`src/hdl/attractor_ds_velocity_with_force_pi_defines.svh`:
```
// Assertion macros used by the block that checks its own logic.
`ifndef ATTRACTOR_DS_VELOCITY_WITH_FORCE_PI_DEFINES_SVH
`define ATTRACTOR_DS_VELOCITY_WITH_FORCE_PI_DEFINES_SVH

// Same-cycle implication, checked outside reset.
`define ADSV_ASSERT_IMPL(name, ante, cons) \
  name: assert property (@(posedge clk) disable iff (rst) (ante) |-> (cons)) \
    else $error("adsv check failed");

// Next-cycle implication, checked outside reset.
`define ADSV_ASSERT_NEXT(name, ante, cons) \
  name: assert property (@(posedge clk) disable iff (rst) (ante) |=> (cons)) \
    else $error("adsv check failed");

`endif

```
`src/hdl/adsv_pkg.sv`:
```
package adsv_pkg;

  // Control tick rate and PI enable
  localparam int unsigned LOOP_RATE_HZ = 500;
  localparam bit          PI_ENABLED   = 1'b1;

  // Contact threshold (0.02) and low clamp (-0.3), Q16.16
  localparam int                 CONTACT_TH    = 1311;
  localparam logic [21:0]        CONTACT_TH_SQ = 22'(CONTACT_TH * CONTACT_TH);
  localparam logic signed [31:0] LOW_CLAMP     = -32'sd19661;

  // Serial unit step counts
  localparam int CNT_W      = 7;
  localparam int MUL_STEPS  = 32;
  localparam int DIV_STEPS  = 64;
  localparam int ROOT_STEPS = 32;

  typedef enum logic [2:0] {
    REG_GAIN, REG_LIMIT, REG_OFF_X, REG_OFF_Y, REG_OFF_Z, REG_KP, REG_KI, REG_TARGET
  } reg_idx_t;

  typedef enum logic [3:0] {
    ST_IDLE, ST_SQ_E, ST_PI_INT, ST_PI_P, ST_PI_I, ST_V_MUL, ST_V_SQ, ST_LIM_SQ,
    ST_ROOT, ST_SC_MUL, ST_SC_DIV, ST_NP_DIV, ST_DONE
  } state_t;

  typedef enum logic [1:0] {OP_NONE, OP_MUL, OP_DIV, OP_ROOT} op_t;

  typedef struct packed {
    logic signed [31:0] pos_x;
    logic signed [31:0] pos_y;
    logic signed [31:0] pos_z;
    logic signed [31:0] goal_x;
    logic signed [31:0] goal_y;
    logic signed [31:0] goal_z;
    logic signed [31:0] goal_vel_x;
    logic signed [31:0] goal_vel_y;
    logic signed [31:0] goal_vel_z;
    logic signed [31:0] force_z;
  } item_t;

  typedef struct packed {
    logic signed [31:0] vel_out_x;
    logic signed [31:0] vel_out_y;
    logic signed [31:0] vel_out_z;
    logic signed [31:0] next_pos_x;
    logic signed [31:0] next_pos_y;
    logic signed [31:0] next_pos_z;
    logic signed [31:0] force_offset;
    logic               in_contact;
    logic               was_limited;
  } result_t;

  // Saturate to 32 bit signed
  function automatic logic signed [31:0] sat32(input logic signed [65:0] v);
    logic signed [31:0] r;
    if (v > 66'sd2147483647) begin
      r = 32'sh7FFFFFFF;
    end else if (v < -66'sd2147483648) begin
      r = 32'sh80000000;
    end else begin
      r = v[31:0];
    end
    return r;
  endfunction

  // Saturate to 48 bit signed
  function automatic logic signed [47:0] sat48(input logic signed [49:0] v);
    logic signed [47:0] r;
    if (v > 50'sh7FFFFFFFFFFF) begin
      r = 48'sh7FFFFFFFFFFF;
    end else if (v < -50'sh800000000000) begin
      r = 48'sh800000000000;
    end else begin
      r = v[47:0];
    end
    return r;
  endfunction

endpackage

```
`src/hdl/adsv_if.sv`:
```
interface adsv_item_if import adsv_pkg::*; ();
  logic  valid;
  logic  ready;
  item_t data;
  modport source (output valid, output data, input ready);
  modport sink (input valid, input data, output ready);
endinterface

interface adsv_result_if import adsv_pkg::*; ();
  logic    valid;
  logic    ready;
  result_t data;
  modport source (output valid, output data, input ready);
  modport sink (input valid, input data, output ready);
endinterface

interface adsv_cfg_if import adsv_pkg::*; ();
  logic        valid;
  logic        ready;
  reg_idx_t    index;
  logic [31:0] data;
  modport source (output valid, output index, output data, input ready);
  modport sink (input valid, input index, input data, output ready);
endinterface

```
`src/hdl/attractor_ds_velocity_with_force_pi.sv`:
```
// One item is worked on at a time: a new item is accepted only in idle, after the
// previous result has been loaded into the output register. The PI steps run only once
// in contact, and the scaling steps only when the velocity is scaled to the limit.
// Every step uses the shared bit-serial multiplier (32 steps), restoring divider
// (64 steps) or square root (32 steps); a stalled result holds the input off.
// Reset (rst, synchronous): clears registers, contact latch, integral, PI offset
// and the sequencer; the block is ready in the first cycle after reset.
`include "attractor_ds_velocity_with_force_pi_defines.svh"

module attractor_ds_velocity_with_force_pi import adsv_pkg::*; (
  input logic          clk,
  input logic          rst,
  adsv_cfg_if.sink     cfg,
  adsv_item_if.sink    sample,
  adsv_result_if.source result
);

  // Configuration registers
  logic [30:0]        gain, limit;
  logic signed [31:0] off_x, off_y, off_z, kp, ki, target;

  // Item and step state
  item_t              item;
  logic signed [47:0] integ;
  logic               latch;
  logic signed [31:0] pioff, up;
  logic signed [31:0] vel [3];
  logic signed [31:0] npos [3];
  logic [1:0]         k;
  logic [63:0]        ss;
  logic [32:0]        root_n;
  logic               limited;
  state_t             state, state_next;

  // Serial units
  logic               busy;
  logic [CNT_W-1:0]   cnt;
  logic [79:0]        acc;
  logic [31:0]        ma;
  logic [47:0]        mb;
  logic               mneg;
  logic [63:0]        dq;
  logic [32:0]        drem, dvs;
  logic [63:0]        rx, rr, rbit;

  // Result register
  result_t            res;
  logic               res_valid;

  // Operand selection
  op_t                op;
  logic [31:0]        opa;
  logic [47:0]        opb;
  logic               opneg;
  logic [63:0]        opn;
  logic [32:0]        opd;
  logic [CNT_W-1:0]   steps;
  logic               launch, fin, take;

  logic signed [31:0] pos_k, goal_k, gv_k, off_k, vel_k;
  logic signed [32:0] e_x, e_y, e_z, e_k, err;
  logic [31:0]        e_mag, vel_mag, kp_mag, ki_mag;
  logic [32:0]        err_mag;
  logic [47:0]        integ_mag;
  logic signed [33:0] d_k;
  logic [33:0]        d_mag;
  logic               near_all, contact_new;
  logic [63:0]        ss_add;
  logic signed [80:0] prod_s, prod_rnd;
  logic signed [64:0] q16;
  logic signed [34:0] di;
  logic signed [31:0] ui_sat, ui_c, np_r;
  logic signed [32:0] cmd;
  logic signed [31:0] cmd_c;
  logic [48:0]        msum;
  logic [33:0]        rem_sh;
  logic               div_ge;
  logic [63:0]        rt;

  assign cfg.ready    = 1'b1;
  assign sample.ready = (state == ST_IDLE);
  assign take         = sample.valid && (state == ST_IDLE);
  assign result.valid = res_valid;
  assign result.data  = res;

  // Per-axis selection
  always_comb begin
    unique case (k)
      2'd0: begin
        pos_k = item.pos_x; goal_k = item.goal_x; gv_k = item.goal_vel_x;
        off_k = off_x; e_k = e_x;
      end
      2'd1: begin
        pos_k = item.pos_y; goal_k = item.goal_y; gv_k = item.goal_vel_y;
        off_k = off_y; e_k = e_y;
      end
      default: begin
        pos_k = item.pos_z; goal_k = item.goal_z; gv_k = item.goal_vel_z;
        off_k = off_z; e_k = e_z;
      end
    endcase
  end

  assign vel_k = (k == 2'd0) ? vel[0] : ((k == 2'd1) ? vel[1] : vel[2]);

  // Errors and magnitudes
  assign e_x   = 33'(item.pos_x) - 33'(item.goal_x);
  assign e_y   = 33'(item.pos_y) - 33'(item.goal_y);
  assign e_z   = 33'(item.pos_z) - 33'(item.goal_z);
  assign e_mag = e_k[32] ? 32'(-e_k) : 32'(e_k);
  assign near_all = (e_x > -33'sd1311) && (e_x < 33'sd1311) &&
                    (e_y > -33'sd1311) && (e_y < 33'sd1311) &&
                    (e_z > -33'sd1311) && (e_z < 33'sd1311);
  assign err       = 33'(item.force_z) - 33'(target);
  assign err_mag   = err[32] ? 33'(-err) : 33'(err);
  assign kp_mag    = kp[31] ? 32'(-kp) : 32'(kp);
  assign ki_mag    = ki[31] ? 32'(-ki) : 32'(ki);
  assign integ_mag = integ[47] ? 48'(-integ) : 48'(integ);
  assign vel_mag   = vel_k[31] ? 32'(-vel_k) : 32'(vel_k);
  assign d_k       = 34'(pos_k) - 34'(goal_k) - 34'(off_k) -
                     ((k == 2'd2) ? 34'(pioff) : 34'sd0);
  assign d_mag     = d_k[33] ? 34'(-d_k) : 34'(d_k);

  // Product forms: full signed and Q16.16 rounded
  assign prod_s   = mneg ? -$signed({1'b0, acc}) : $signed({1'b0, acc});
  assign prod_rnd = prod_s + 81'sd32768;
  assign q16      = prod_rnd[80:16];
  assign ss_add   = ss + acc[63:0];
  assign contact_new = latch || (near_all && (ss_add < 64'(CONTACT_TH_SQ)));

  // PI terms
  assign di     = err[32] ? -$signed({1'b0, dq[33:0]}) : $signed({1'b0, dq[33:0]});
  assign ui_sat = sat32(66'(q16));
  assign ui_c   = (ui_sat < LOW_CLAMP) ? LOW_CLAMP : ui_sat;
  assign cmd    = 33'(ui_c) + 33'(up);
  assign cmd_c  = (cmd < 33'(LOW_CLAMP)) ? LOW_CLAMP :
                  ((cmd > 33'sd2147483647) ? 32'sh7FFFFFFF : cmd[31:0]);
  assign np_r   = vel_k[31] ? -$signed(dq[31:0]) : $signed(dq[31:0]);

  // Unit step logic
  assign msum        = {1'b0, acc[79:32]} + (ma[0] ? {1'b0, mb} : 49'd0);
  assign rem_sh      = {drem, dq[63]};
  assign div_ge      = (rem_sh >= {1'b0, dvs});
  assign rt          = rr + rbit;

  // Next state
  always_comb begin
    state_next = state;
    unique case (state)
      ST_IDLE:   if (take) state_next = PI_ENABLED ? ST_SQ_E : ST_V_MUL;
      ST_SQ_E:   if (fin && k == 2'd2) state_next = contact_new ? ST_PI_INT : ST_V_MUL;
      ST_PI_INT: if (fin) state_next = ST_PI_P;
      ST_PI_P:   if (fin) state_next = ST_PI_I;
      ST_PI_I:   if (fin) state_next = ST_V_MUL;
      ST_V_MUL:  if (fin) state_next = ST_V_SQ;
      ST_V_SQ:   if (fin) state_next = (k == 2'd2) ? ST_LIM_SQ : ST_V_MUL;
      ST_LIM_SQ: if (fin) state_next = (ss > {2'b00, acc[61:0]}) ? ST_ROOT : ST_NP_DIV;
      ST_ROOT:   if (fin) state_next = ST_SC_MUL;
      ST_SC_MUL: if (fin) state_next = ST_SC_DIV;
      ST_SC_DIV: if (fin) state_next = (k == 2'd2) ? ST_NP_DIV : ST_SC_MUL;
      ST_NP_DIV: if (fin && k == 2'd2) state_next = ST_DONE;
      ST_DONE:   if (!res_valid || result.ready) state_next = ST_IDLE;
      default:   state_next = ST_IDLE;
    endcase
  end

  // Unit operands per state
  always_comb begin
    op = OP_NONE; opa = '0; opb = '0; opneg = 1'b0; opn = '0; opd = '0; steps = '0;
    unique case (state)
      ST_SQ_E: begin
        op = OP_MUL; opa = e_mag; opb = 48'(e_mag);
      end
      ST_PI_INT: begin
        op = OP_DIV; opn = 64'(err_mag) + 64'(LOOP_RATE_HZ / 2); opd = 33'(LOOP_RATE_HZ);
      end
      ST_PI_P: begin
        op = OP_MUL; opa = kp_mag; opb = 48'(err_mag); opneg = kp[31] ^ err[32];
      end
      ST_PI_I: begin
        op = OP_MUL; opa = ki_mag; opb = integ_mag; opneg = ki[31] ^ integ[47];
      end
      ST_V_MUL: begin
        op = OP_MUL; opa = {1'b0, gain}; opb = 48'(d_mag); opneg = d_k[33];
      end
      ST_V_SQ: begin
        op = OP_MUL; opa = vel_mag; opb = 48'(vel_mag);
      end
      ST_LIM_SQ: begin
        op = OP_MUL; opa = {1'b0, limit}; opb = 48'(limit);
      end
      ST_ROOT: begin
        op = OP_ROOT;
      end
      ST_SC_MUL: begin
        op = OP_MUL; opa = vel_mag; opb = 48'(limit); opneg = vel_k[31];
      end
      ST_SC_DIV: begin
        op = OP_DIV; opn = acc[63:0]; opd = root_n;
      end
      ST_NP_DIV: begin
        op = OP_DIV; opn = 64'(vel_mag) + 64'(LOOP_RATE_HZ / 2); opd = 33'(LOOP_RATE_HZ);
      end
      default: op = OP_NONE;
    endcase
    unique case (op)
      OP_MUL:  steps = CNT_W'(MUL_STEPS);
      OP_DIV:  steps = CNT_W'(DIV_STEPS);
      OP_ROOT: steps = CNT_W'(ROOT_STEPS);
      default: steps = '0;
    endcase
  end

  assign launch = (op != OP_NONE) && !busy;
  assign fin    = busy && (cnt == '0);

  // Control, configuration and loop state
  always_ff @(posedge clk) begin
    if (rst) begin
      state <= ST_IDLE;
      busy <= 1'b0;
      cnt <= '0;
      k <= '0;
      latch <= 1'b0;
      integ <= '0;
      pioff <= '0;
      res_valid <= 1'b0;
      gain <= '0; limit <= '0;
      off_x <= '0; off_y <= '0; off_z <= '0;
      kp <= '0; ki <= '0; target <= '0;
    end else begin
      state <= state_next;
      // run the shared unit
      if (launch) begin
        busy <= 1'b1;
        cnt <= steps;
      end else if (fin) begin
        busy <= 1'b0;
      end else if (busy) begin
        cnt <= cnt - 1'b1;
      end
      // advance the axis index at the end of each per-axis step
      if (take) begin
        k <= '0;
      end else if (fin && (state == ST_SQ_E || state == ST_V_SQ ||
                           state == ST_SC_DIV || state == ST_NP_DIV)) begin
        k <= (k == 2'd2) ? 2'd0 : k + 2'd1;
      end
      // contact and PI state
      if (fin && state == ST_SQ_E && k == 2'd2) latch <= contact_new;
      if (fin && state == ST_PI_INT) integ <= sat48(50'(integ) + 50'(di));
      if (fin && state == ST_PI_I) pioff <= cmd_c;
      // output register: load on leaving done, drop on transfer
      if (state == ST_DONE && (!res_valid || result.ready)) begin
        res_valid <= 1'b1;
      end else if (result.ready) begin
        res_valid <= 1'b0;
      end
      // configuration writes
      if (cfg.valid) begin
        unique case (cfg.index)
          REG_GAIN:   gain <= cfg.data[30:0];
          REG_LIMIT:  limit <= cfg.data[30:0];
          REG_OFF_X:  off_x <= cfg.data;
          REG_OFF_Y:  off_y <= cfg.data;
          REG_OFF_Z:  off_z <= cfg.data;
          REG_KP:     kp <= cfg.data;
          REG_KI:     ki <= cfg.data;
          REG_TARGET: target <= cfg.data;
          default:    gain <= gain;
        endcase
      end
    end
  end

  // Serial unit datapath
  always_ff @(posedge clk) begin
    if (launch) begin
      unique case (op)
        OP_MUL: begin
          acc <= '0; ma <= opa; mb <= opb; mneg <= opneg;
        end
        OP_DIV: begin
          dq <= opn; drem <= '0; dvs <= opd;
        end
        OP_ROOT: begin
          rx <= ss; rr <= '0; rbit <= {2'b01, 62'd0};
        end
        default: acc <= acc;
      endcase
    end else if (busy && cnt != '0) begin
      unique case (op)
        OP_MUL: begin
          acc <= {msum, acc[31:1]};
          ma <= ma >> 1;
        end
        OP_DIV: begin
          drem <= div_ge ? 33'(rem_sh - {1'b0, dvs}) : rem_sh[32:0];
          dq <= {dq[62:0], div_ge};
        end
        OP_ROOT: begin
          if (rx >= rt) begin
            rx <= rx - rt;
            rr <= (rr >> 1) + rbit;
          end else begin
            rr <= rr >> 1;
          end
          rbit <= rbit >> 2;
        end
        default: acc <= acc;
      endcase
    end
  end

  // Item payload and per-step results
  always_ff @(posedge clk) begin
    if (take) begin
      item <= sample.data;
      ss <= '0;
    end
    if (fin) begin
      unique case (state)
        ST_SQ_E:   ss <= (k == 2'd2) ? 64'd0 : ss_add;
        ST_PI_P:   up <= sat32(66'(q16));
        ST_V_MUL:  vel[k] <= sat32(66'(gv_k) - 66'(q16));
        ST_V_SQ:   ss <= ss_add;
        ST_LIM_SQ: limited <= (ss > {2'b00, acc[61:0]});
        ST_ROOT:   root_n <= rr[32:0];
        ST_SC_DIV: vel[k] <= mneg ? -$signed(dq[31:0]) : $signed(dq[31:0]);
        ST_NP_DIV: npos[k] <= sat32(66'(pos_k) + 66'(np_r));
        default:   root_n <= root_n;
      endcase
    end
    if (state == ST_DONE && (!res_valid || result.ready)) begin
      res.vel_out_x    <= vel[0];
      res.vel_out_y    <= vel[1];
      res.vel_out_z    <= vel[2];
      res.next_pos_x   <= npos[0];
      res.next_pos_y   <= npos[1];
      res.next_pos_z   <= npos[2];
      res.force_offset <= pioff;
      res.in_contact   <= latch;
      res.was_limited  <= limited;
    end
  end

  // Checks
  `ADSV_ASSERT_NEXT(a_latch_holds, latch, latch)
  `ADSV_ASSERT_IMPL(a_offset_floor, 1'b1, pioff >= LOW_CLAMP)
  `ADSV_ASSERT_IMPL(a_offset_idle, !latch, pioff == 32'sd0)
  `ADSV_ASSERT_IMPL(a_unit_in_op, busy, state != ST_IDLE && state != ST_DONE)
  `ADSV_ASSERT_IMPL(a_load_from_done, $rose(res_valid), $past(state) == ST_DONE)

endmodule
```
`src/flat_wrapper.sv`:
```
// flat-port wrapper written by rule: the top's interface ports become plain ports
module attractor_ds_velocity_with_force_pi_flat import adsv_pkg::*;
  (clk, rst, cfg_valid, cfg_index, cfg_data, cfg_ready, sample_valid, sample_data, sample_ready, result_valid, result_data, result_ready);
  adsv_cfg_if cfg_i ();
  adsv_item_if sample_i ();
  adsv_result_if result_i ();
  input logic clk;
  input logic rst;
  input wire logic [$bits(cfg_i.valid)-1:0] cfg_valid;
  input wire logic [$bits(cfg_i.index)-1:0] cfg_index;
  input wire logic [$bits(cfg_i.data)-1:0] cfg_data;
  output wire logic [$bits(cfg_i.ready)-1:0] cfg_ready;
  input wire logic [$bits(sample_i.valid)-1:0] sample_valid;
  input wire logic [$bits(sample_i.data)-1:0] sample_data;
  output wire logic [$bits(sample_i.ready)-1:0] sample_ready;
  output wire logic [$bits(result_i.valid)-1:0] result_valid;
  output wire logic [$bits(result_i.data)-1:0] result_data;
  input wire logic [$bits(result_i.ready)-1:0] result_ready;
  assign cfg_i.valid = cfg_valid;
  assign cfg_i.index = cfg_index;
  assign cfg_i.data = cfg_data;
  assign cfg_ready = cfg_i.ready;
  assign sample_i.valid = sample_valid;
  assign sample_i.data = sample_data;
  assign sample_ready = sample_i.ready;
  assign result_valid = result_i.valid;
  assign result_data = result_i.data;
  assign result_i.ready = result_ready;
  attractor_ds_velocity_with_force_pi u_core (.clk(clk), .rst(rst), .cfg(cfg_i), .sample(sample_i), .result(result_i));
endmodule
```
`config.mk`:
```
export PLATFORM = sky130hd
export DESIGN_NAME = attractor_ds_velocity_with_force_pi_flat
export DESIGN_NICKNAME = d
export VERILOG_FILES = /design/src/hdl/adsv_pkg.sv /design/src/hdl/adsv_if.sv /design/src/hdl/attractor_ds_velocity_with_force_pi.sv /design/src/flat_wrapper.sv
export VERILOG_INCLUDE_DIRS = /design/src /design/src/hdl
export SDC_FILE = /design/constraint.sdc
export NUM_CORES = 2
export LEC_CHECK = 0
export BUFFER_PORTS_ARGS = -buffer_cell sky130_fd_sc_hd__buf_2
export CAP_MARGIN = 40
export CORE_ASPECT_RATIO = 0.8
export CORE_MARGIN = 1.5
export CORE_UTILIZATION = 30
export DETAILED_ROUTE_END_ITERATION = 8
export SETUP_SLACK_MARGIN = 0.15
export SLEW_MARGIN = 25
export SYNTH_ARGS = -nofsm -noshare
export SYNTH_HDL_FRONTEND = slang
export SYNTH_SLANG_ARGS = --single-unit
```
`constraint.sdc`:
```
create_clock -name clk -period 14.9 [get_ports clk]
set_input_delay 0 -clock clk [delete_from_list [all_inputs] [get_ports clk]]
set_output_delay 0 -clock clk [all_outputs]
set_load 0.02 [all_outputs]
```
# Yosys cells after proc, flatten, opt, wreduce, memory -nomap -nowiden
# Memories as Yosys holds them, arrays and structs flattened. A register that Yosys moved wholly into a read port is not among the register bits.
# Index checks and enable logic that the tools add are counted.
# word_totals
register_bits,1413
ram_bits,192
input_bits,360
output_inout_bits,229
word_cells,322
n_memories,2
# memory_table
memory,words,width,read_ports,rd_ports_with_merged_regs,wr,line_no,source
u_core.npos,3,32,3,3,1,attractor_ds_velocity_with_force_pi.sv:28,logic signed [31:0] npos [3];
u_core.vel,3,32,3,0,1,attractor_ds_velocity_with_force_pi.sv:27,logic signed [31:0] vel [3];
# classes
n_addsub,32
order_cmp,21
n_eq_ne,44
n_mux,113
n_bitwise,3
reduce_logical,61
# ops
operator,n
2-to-1 mux 64 bit,21
2-to-1 mux 32 bit,26
2-to-1 mux 80 bit,4
one-hot mux 48 bit (6 select lines),1
one-hot mux 32 bit (2 select lines),4
2-to-1 mux 33 bit,6
2-to-1 mux 48 bit,4
one-hot mux 32 bit (6 select lines),1
one-hot mux 64 bit (3 select lines),1
subtractor 32 x 32 -> 33 bit,5
negation 32 bit,5
> comparator 66 x 32 -> 1 bit (second input constant),2
< comparator 66 x 32 -> 1 bit (second input constant),2
one-hot mux 33 bit (2 select lines),2
adder 64 bit,2
one-hot mux 64 bit (2 select lines),1
> comparator 33 x 12 -> 1 bit (second input constant),3
< comparator 33 x 12 -> 1 bit (second input constant),3
adder 81 x 17 -> 81 bit (second input constant),1
2-to-1 mux 81 bit,1
negation 80 -> 81 bit,1
2-to-1 mux 34 bit,2
adder 32 x 32 -> 33 bit,2
subtractor 32 x 65 -> 66 bit,1
other kinds (65),173

# Logic depth before layout (Yosys ltp)
# logic_depth
ltp_word,12
ltp_mapped,55
ltp_nobuf,42

# Worst setup path before layout
# No wires, ideal clock.
# synth_path
path_kind,reg-to-reg
from,register u_core.mneg
to,register u_core.pioff[0]
setup_time_ns,0.119
arrival_ns,12.907
required_ns,14.781
slack_ns,1.874
stages_incl_launch_ff,54
path_buffers,14
synth_period_minus_slack_ns,13.026
cell_sequence,edfxtp_1 buf_1 buf_2 buf_1 buf_2 buf_1 buf_1 clkbuf_1 clkbuf_1 clkbuf_1 buf_1 clkbuf_1 o21ai_0 xnor2_1 ha_1 o21ai_0 nor3_1 nand3_1 (+18 left out) a21o_1 a21oi_1 o21bai_1 a21oi_1 o21bai_1 a211o_1 o311ai_0 a31o_2 a21oi_1 a41o_1 o41a_1 a31oi_1 o21ai_0 o21ai_0 nand2_1 nor4bb_1 a31oi_1 o221a_2
# synth_between
elab_chain_len,11
word_cells_on_any_way,13
classes_between,add/sub: 2; order compare: 5; mux: 6
# synth_rtl
item,line_no,source
start: declaration,attractor_ds_velocity_with_force_pi.sv:41,logic mneg;
start signal: assignment,attractor_ds_velocity_with_force_pi.sv:281,acc <= '0; ma <= opa; mb <= opb; mneg <= opneg;
2-to-1 mux 81 bit (*),attractor_ds_velocity_with_force_pi.sv:125,"assign prod_s = mneg ? -$signed({1'b0, acc}) : $signed({1'b0, acc});"
adder 81 x 17 -> 81 bit (*),attractor_ds_velocity_with_force_pi.sv:126,assign prod_rnd = prod_s + 81'sd32768;
< comparator 65 x 32 -> 1 bit,adsv_pkg.sv:59,end else if (v < -66'sd2147483648) begin
2-to-1 mux 32 bit,adsv_pkg.sv:59,
2-to-1 mux 32 bit (*),n/a,
< comparator 32 x 16 -> 1 bit,attractor_ds_velocity_with_force_pi.sv:134,assign ui_c = (ui_sat < LOW_CLAMP) ? LOW_CLAMP : ui_sat;
2-to-1 mux 32 bit (*),attractor_ds_velocity_with_force_pi.sv:134,
adder 32 x 32 -> 33 bit (*),attractor_ds_velocity_with_force_pi.sv:135,assign cmd = 33'(ui_c) + 33'(up);
> comparator 33 x 32 -> 1 bit,attractor_ds_velocity_with_force_pi.sv:137,((cmd > 33'sd2147483647) ? 32'sh7FFFFFFF : cmd[31:0]);
2-to-1 mux 32 bit,attractor_ds_velocity_with_force_pi.sv:137,
2-to-1 mux 32 bit (*),attractor_ds_velocity_with_force_pi.sv:136,assign cmd_c = (cmd < 33'(LOW_CLAMP)) ? LOW_CLAMP :
end signal: assignment,attractor_ds_velocity_with_force_pi.sv:252,if (fin && state == ST_PI_I) pioff <= cmd_c;
end: declaration,attractor_ds_velocity_with_force_pi.sv:26,"logic signed [31:0] pioff, up;"
# Mark *: on every way between the ends. The rest lies on a longest branch, timed or not.
# A chain may end at the register's enable or synchronous reset.

# Worst setup path in the final report
# layout_path
from,register u_core.acc[4]
to,register u_core.pioff[1]
# layout_between
elab_chain_len,12
word_cells_on_any_way,14
classes_between,add/sub: 3; order compare: 5; mux: 6
# layout_rtl
item,line_no,source
start: declaration,attractor_ds_velocity_with_force_pi.sv:38,logic [79:0] acc;
start signal: assignment,attractor_ds_velocity_with_force_pi.sv:294,"acc <= {msum, acc[31:1]};"
negation 80 -> 81 bit,attractor_ds_velocity_with_force_pi.sv:125,
2-to-1 mux 81 bit (*),attractor_ds_velocity_with_force_pi.sv:125,
adder 81 x 17 -> 81 bit (*),attractor_ds_velocity_with_force_pi.sv:126,
< comparator 65 x 32 -> 1 bit,adsv_pkg.sv:59,
2-to-1 mux 32 bit,adsv_pkg.sv:59,
2-to-1 mux 32 bit (*),n/a,
< comparator 32 x 16 -> 1 bit,attractor_ds_velocity_with_force_pi.sv:134,
2-to-1 mux 32 bit (*),attractor_ds_velocity_with_force_pi.sv:134,
adder 32 x 32 -> 33 bit (*),attractor_ds_velocity_with_force_pi.sv:135,
> comparator 33 x 32 -> 1 bit,attractor_ds_velocity_with_force_pi.sv:137,
2-to-1 mux 32 bit,attractor_ds_velocity_with_force_pi.sv:137,
2-to-1 mux 32 bit (*),attractor_ds_velocity_with_force_pi.sv:136,
# Marked as above.

==> flow_metrics.tcl <==
set metrics [dict create \
    status "finished with violations" \
    violations "negative hold slack" \
    min_from "sample_data[29]" \
    synth_edf_count 1255 \
    viasPerCell 5.50 \
    cts_tree "built" \
    setup-violations-final 0 \
    ff2ff_path_depth 40 \
    placed_cell_area_um2 121000 \
    via_count 101000 \
    nets 14400 \
    slew_headroom 0.283 \
    synth_ff_type "edfxtp_1" \
    tns_ns 0 \
    hold_class "in -> reg" \
    worstPathMaxFanout 16 \
    leakagePower_uw 0.0507 \
    syn_to_final_growth_pct 21.2 \
    share_comb_of_total_power 0.532 \
    hpwl_um 351000 \
    mostFrequentLayoutCells "nand2_1 (1,514), edfxtp_1 (1,255), a21oi_1 (1,008), nor2_1 (950), o21ai_0 (788)" \
    portBuffers 587 \
    postCtsSetupBuffers 0 \
    regArea_um2 46000 \
    crit_path_end_kind "register" \
    period_needed_ns 13.14 \
    power_density_nw_per_um2 181 \
    post-route-period-util 0.882 \
    slowest_stage "o41ai_1" \
    synthCells 12100 \
    critPathKind "reg -> reg" \
    final_area_um2 135000 \
    rsz0062_at_grt "no" \
    grt_pass1_vias 91500 \
    htree_levels 4 \
    p_sw_frac 0.465 \
    rrSetupSlack_ns 1.76 \
    cts_buffer_depth 4 \
    place_congestion 1.01 \
    fp.dieW_um 683 \
    drive_above_1_share 0.107 \
    ys_ff_latch 1669 \
    row_count 199 \
    grt_pass1_wl_um 650000 \
    cts.sinks 1669 \
    drtIter0Drc 13800 \
    dr.pass1.iters 8 \
    drcViolationCount 0 \
    hold_end "u_core.item[29]" \
    r2r-start "u_core.acc[4]" \
    cts_buffers 185 \
    power.internal_uw 13000 \
    startpoint_type "register" \
    syn-num-nets 13200 \
    r2r-end "u_core.pioff[1]" \
    max_freq_mhz 76.1 \
    slew_viol_final 0 \
    routed_wl_um 458000 \
    clk_pin_slew_worst_paths_ns 0.07 \
    hold-worst-slack_ns -0.0166 \
    nFillCells 36800 \
    seq_area_frac_synth 0.414 \
    ys_types 104 \
    finalHoldViolations 2 \
    maxCapViolCount 0 \
    antenna_found_initial 45 \
    postRouteAntennaNets 0 \
    overflow 0 \
    crit_arrival_ns 14.00 \
    worst_slew_pin_slew_ns 1.07 \
    grt_start_max_net_pins 215 \
    syn_area_per_cell_um2 9.20 \
    io_pins 589 \
    coreArea_um2 368000 \
    clk-insertion-delay-late_ns 0.97 \
    die_y_um 547 \
    p_seq_frac 0.267 \
    post-place-ws_ns 1.92 \
    path_common_cell "a21oi_1" \
    dieArea_um2 374000 \
    ir_drop_mv 0.137 \
    p_sw_uw 11300 \
    synthesis.area_um2 111000 \
    cts-root-buf "clkbuf_16" \
    yosysWarnings 0 \
    p_clk_frac 0.200 \
    final_common_cell "nand2_1" \
    postCtsResizedCells 0 \
    wire_per_inst_um 24.9 \
    worstHoldPathCells 2 \
    async_reset_ff_frac 0 \
    crit_required_ns 15.76 \
    clock_skew_ns 0.144 \
    grt.total_usage 0.234 \
    start_util 0.302 \
    fin_ws_ns 1.76 \
    slowest_delay_ns 0.69 \
    multi_input_area_um2 61300 \
]
-- logic make-up (layout without fill, tap and decap cells) --
group / count (synthesis) / after routing / share of synthesized area
simple gates: 4019 / 4019 / 0.170
compound gates: 3259 / 3259 / 0.185
flops: 1669 / 1669 / 0.414
buf+inv: 1119 / 2480 / 0.0386
xor+xnor: 1011 / 1011 / 0.0798
fa+ha+maj: 772 / 772 / 0.0920
mux: 220 / 220 / 0.0200
other cells: 1 / 17 / 0.0000338
-- worst max-delay path by stage --
| stage | to | cells past startpoint | slack, ns | startpoint |
|---|---|---|---|---|
| 3_5_place_dp | u_core.pioff[0] | 40 | 1.92 | u_core.acc[4] |
| 4_1_cts | u_core.pioff[1] | 40 | 1.95 | u_core.acc[4] |
| 6_report | u_core.pioff[1] | 40 | 1.76 | u_core.acc[4] |
| 2_1_floorplan | u_core.pioff[0] | 53 | 1.87 | u_core.mneg |
| 5_1_grt | u_core.pioff[0] | 41 | 1.03 | u_core.acc[4] |
| 3_3_place_gp | u_core.pioff[0] | 40 | 2.02 | u_core.acc[7] |
-- critical path: cells and delay by family, from the launching register on --
family | cells | cell delay, ns
AO/OA/AOI/OAI | 19 | 4.94
XOR/XNOR | 1 | 0.19
buffers and inverters | 1 | 0.22
flip-flops | 1 | 0.46
AND/OR/NAND/NOR | 16 | 6.31
adder cells (fa/ha/maj) | 3 | 1.00
-- synthesized netlist by cell type, types with 35 or more instances --
cell type	instances	area share
and2_1	167	0.0094
a211oi_1	104	0.0070
nand4_1	121	0.0068
nor3_1	212	0.0096
or3_1	100	0.0056
a21o_1	211	0.014
dfxtp_1	414	0.075
o21ai_0	809	0.036
clkbuf_1	466	0.016
o21bai_1	106	0.0072
a222oi_1	51	0.0046
or4_1	57	0.0039
inv_1	557	0.019
ha_1	684	0.077
a31o_2	35	0.0028
xor2_1	391	0.031
o211ai_1	48	0.0032
nor2_1	975	0.033
a22oi_1	41	0.0028
xnor2_1	620	0.049
a31oi_1	128	0.0072
buf_1	40	0.0014
mux2i_1	206	0.019
o41ai_1	42	0.0033
a21oi_1	1010	0.046
o2111ai_1	35	0.0028
nor2b_1	119	0.0067
nand2_1	1514	0.051
nand3_1	194	0.0087
edfxtp_1	1255	0.34
o31ai_1	132	0.0089
fa_1	77	0.014
o22ai_1	36	0.0020
o21a_1	93	0.0063
a221oi_1	46	0.0036
or2_2	84	0.0047
and3_1	120	0.0068
nand2b_1	123	0.0069
nor4_1	84	0.0047
-- power groups by stage --
stage	combinational (uW)	sequential, uW	clock [uW]
after floorplan	8080	6400	0
after global placement	12200	6570	0
after detailed placement	12300	6580	0
after CTS	12500	6480	4910
after global routing	13800	6520	5110
final	12900	6500	4870
-- layout make-up --
cell class | instances | area share
multi-input combinational | 9282 | 0.455
clock inverter | 115 | 0.00957
clock buffer | 223 | 0.0368
tap | 4924 | 0.0458
timing repair buffer | 1580 | 0.0946
antenna | 16 | 0.000298
inverter | 562 | 0.0157
sequential | 1669 | 0.342
-- flip-flops by register name, indices dropped and copies added, names as in the netlist, 33 cells and up --
register,count
u_core.integ,48
u_core.dq,64
u_core.npos,96
u_core.rx,64
u_core.vel,96
u_core.root_n,33
u_core.acc,80
u_core.dvs,33
u_core.result.data,130
u_core.item,320
u_core.drem,33
u_core.ss,64
u_core.rr,64
result_data,96
u_core.mb,48
-- metal layers --
metal	wire [um]	part of all wire	global-route usage	vias up
li1	-	-	-	46200
met1	206000	0.45	0.345	49200
met2	183000	0.40	0.327	4915
met3	55200	0.12	0.0677	686
met4	14200	0.031	0.0635	22
met5	126	0.00028	0	-
-- metrics by stage --
| stage | total power (uW) | util | hold WS [ns] | std cells |
|---|---|---|---|---|
| 2_1_floorplan | 14500 | - | 0.0989 | 12100 |
| 3_3_place_gp | 18800 | 0.326 | 0.177 | 17200 |
| 3_5_place_dp | 18800 | 0.328 | 0.178 | 17300 |
| 4_1_cts | 23900 | 0.365 | 0.00137 | 18300 |
| 5_1_grt | 25400 | 0.366 | 0.00727 | 18400 |
| 6_report | 24300 | 0.366 | -0.0166 | 18400 |
-- what timing repair did --
action,4_1_cts,5_1_grt
hold endpoints to repair,654,0
hold buffers,722,0
setup endpoints to repair,0,0
Power figures use the tool's default switching activity.
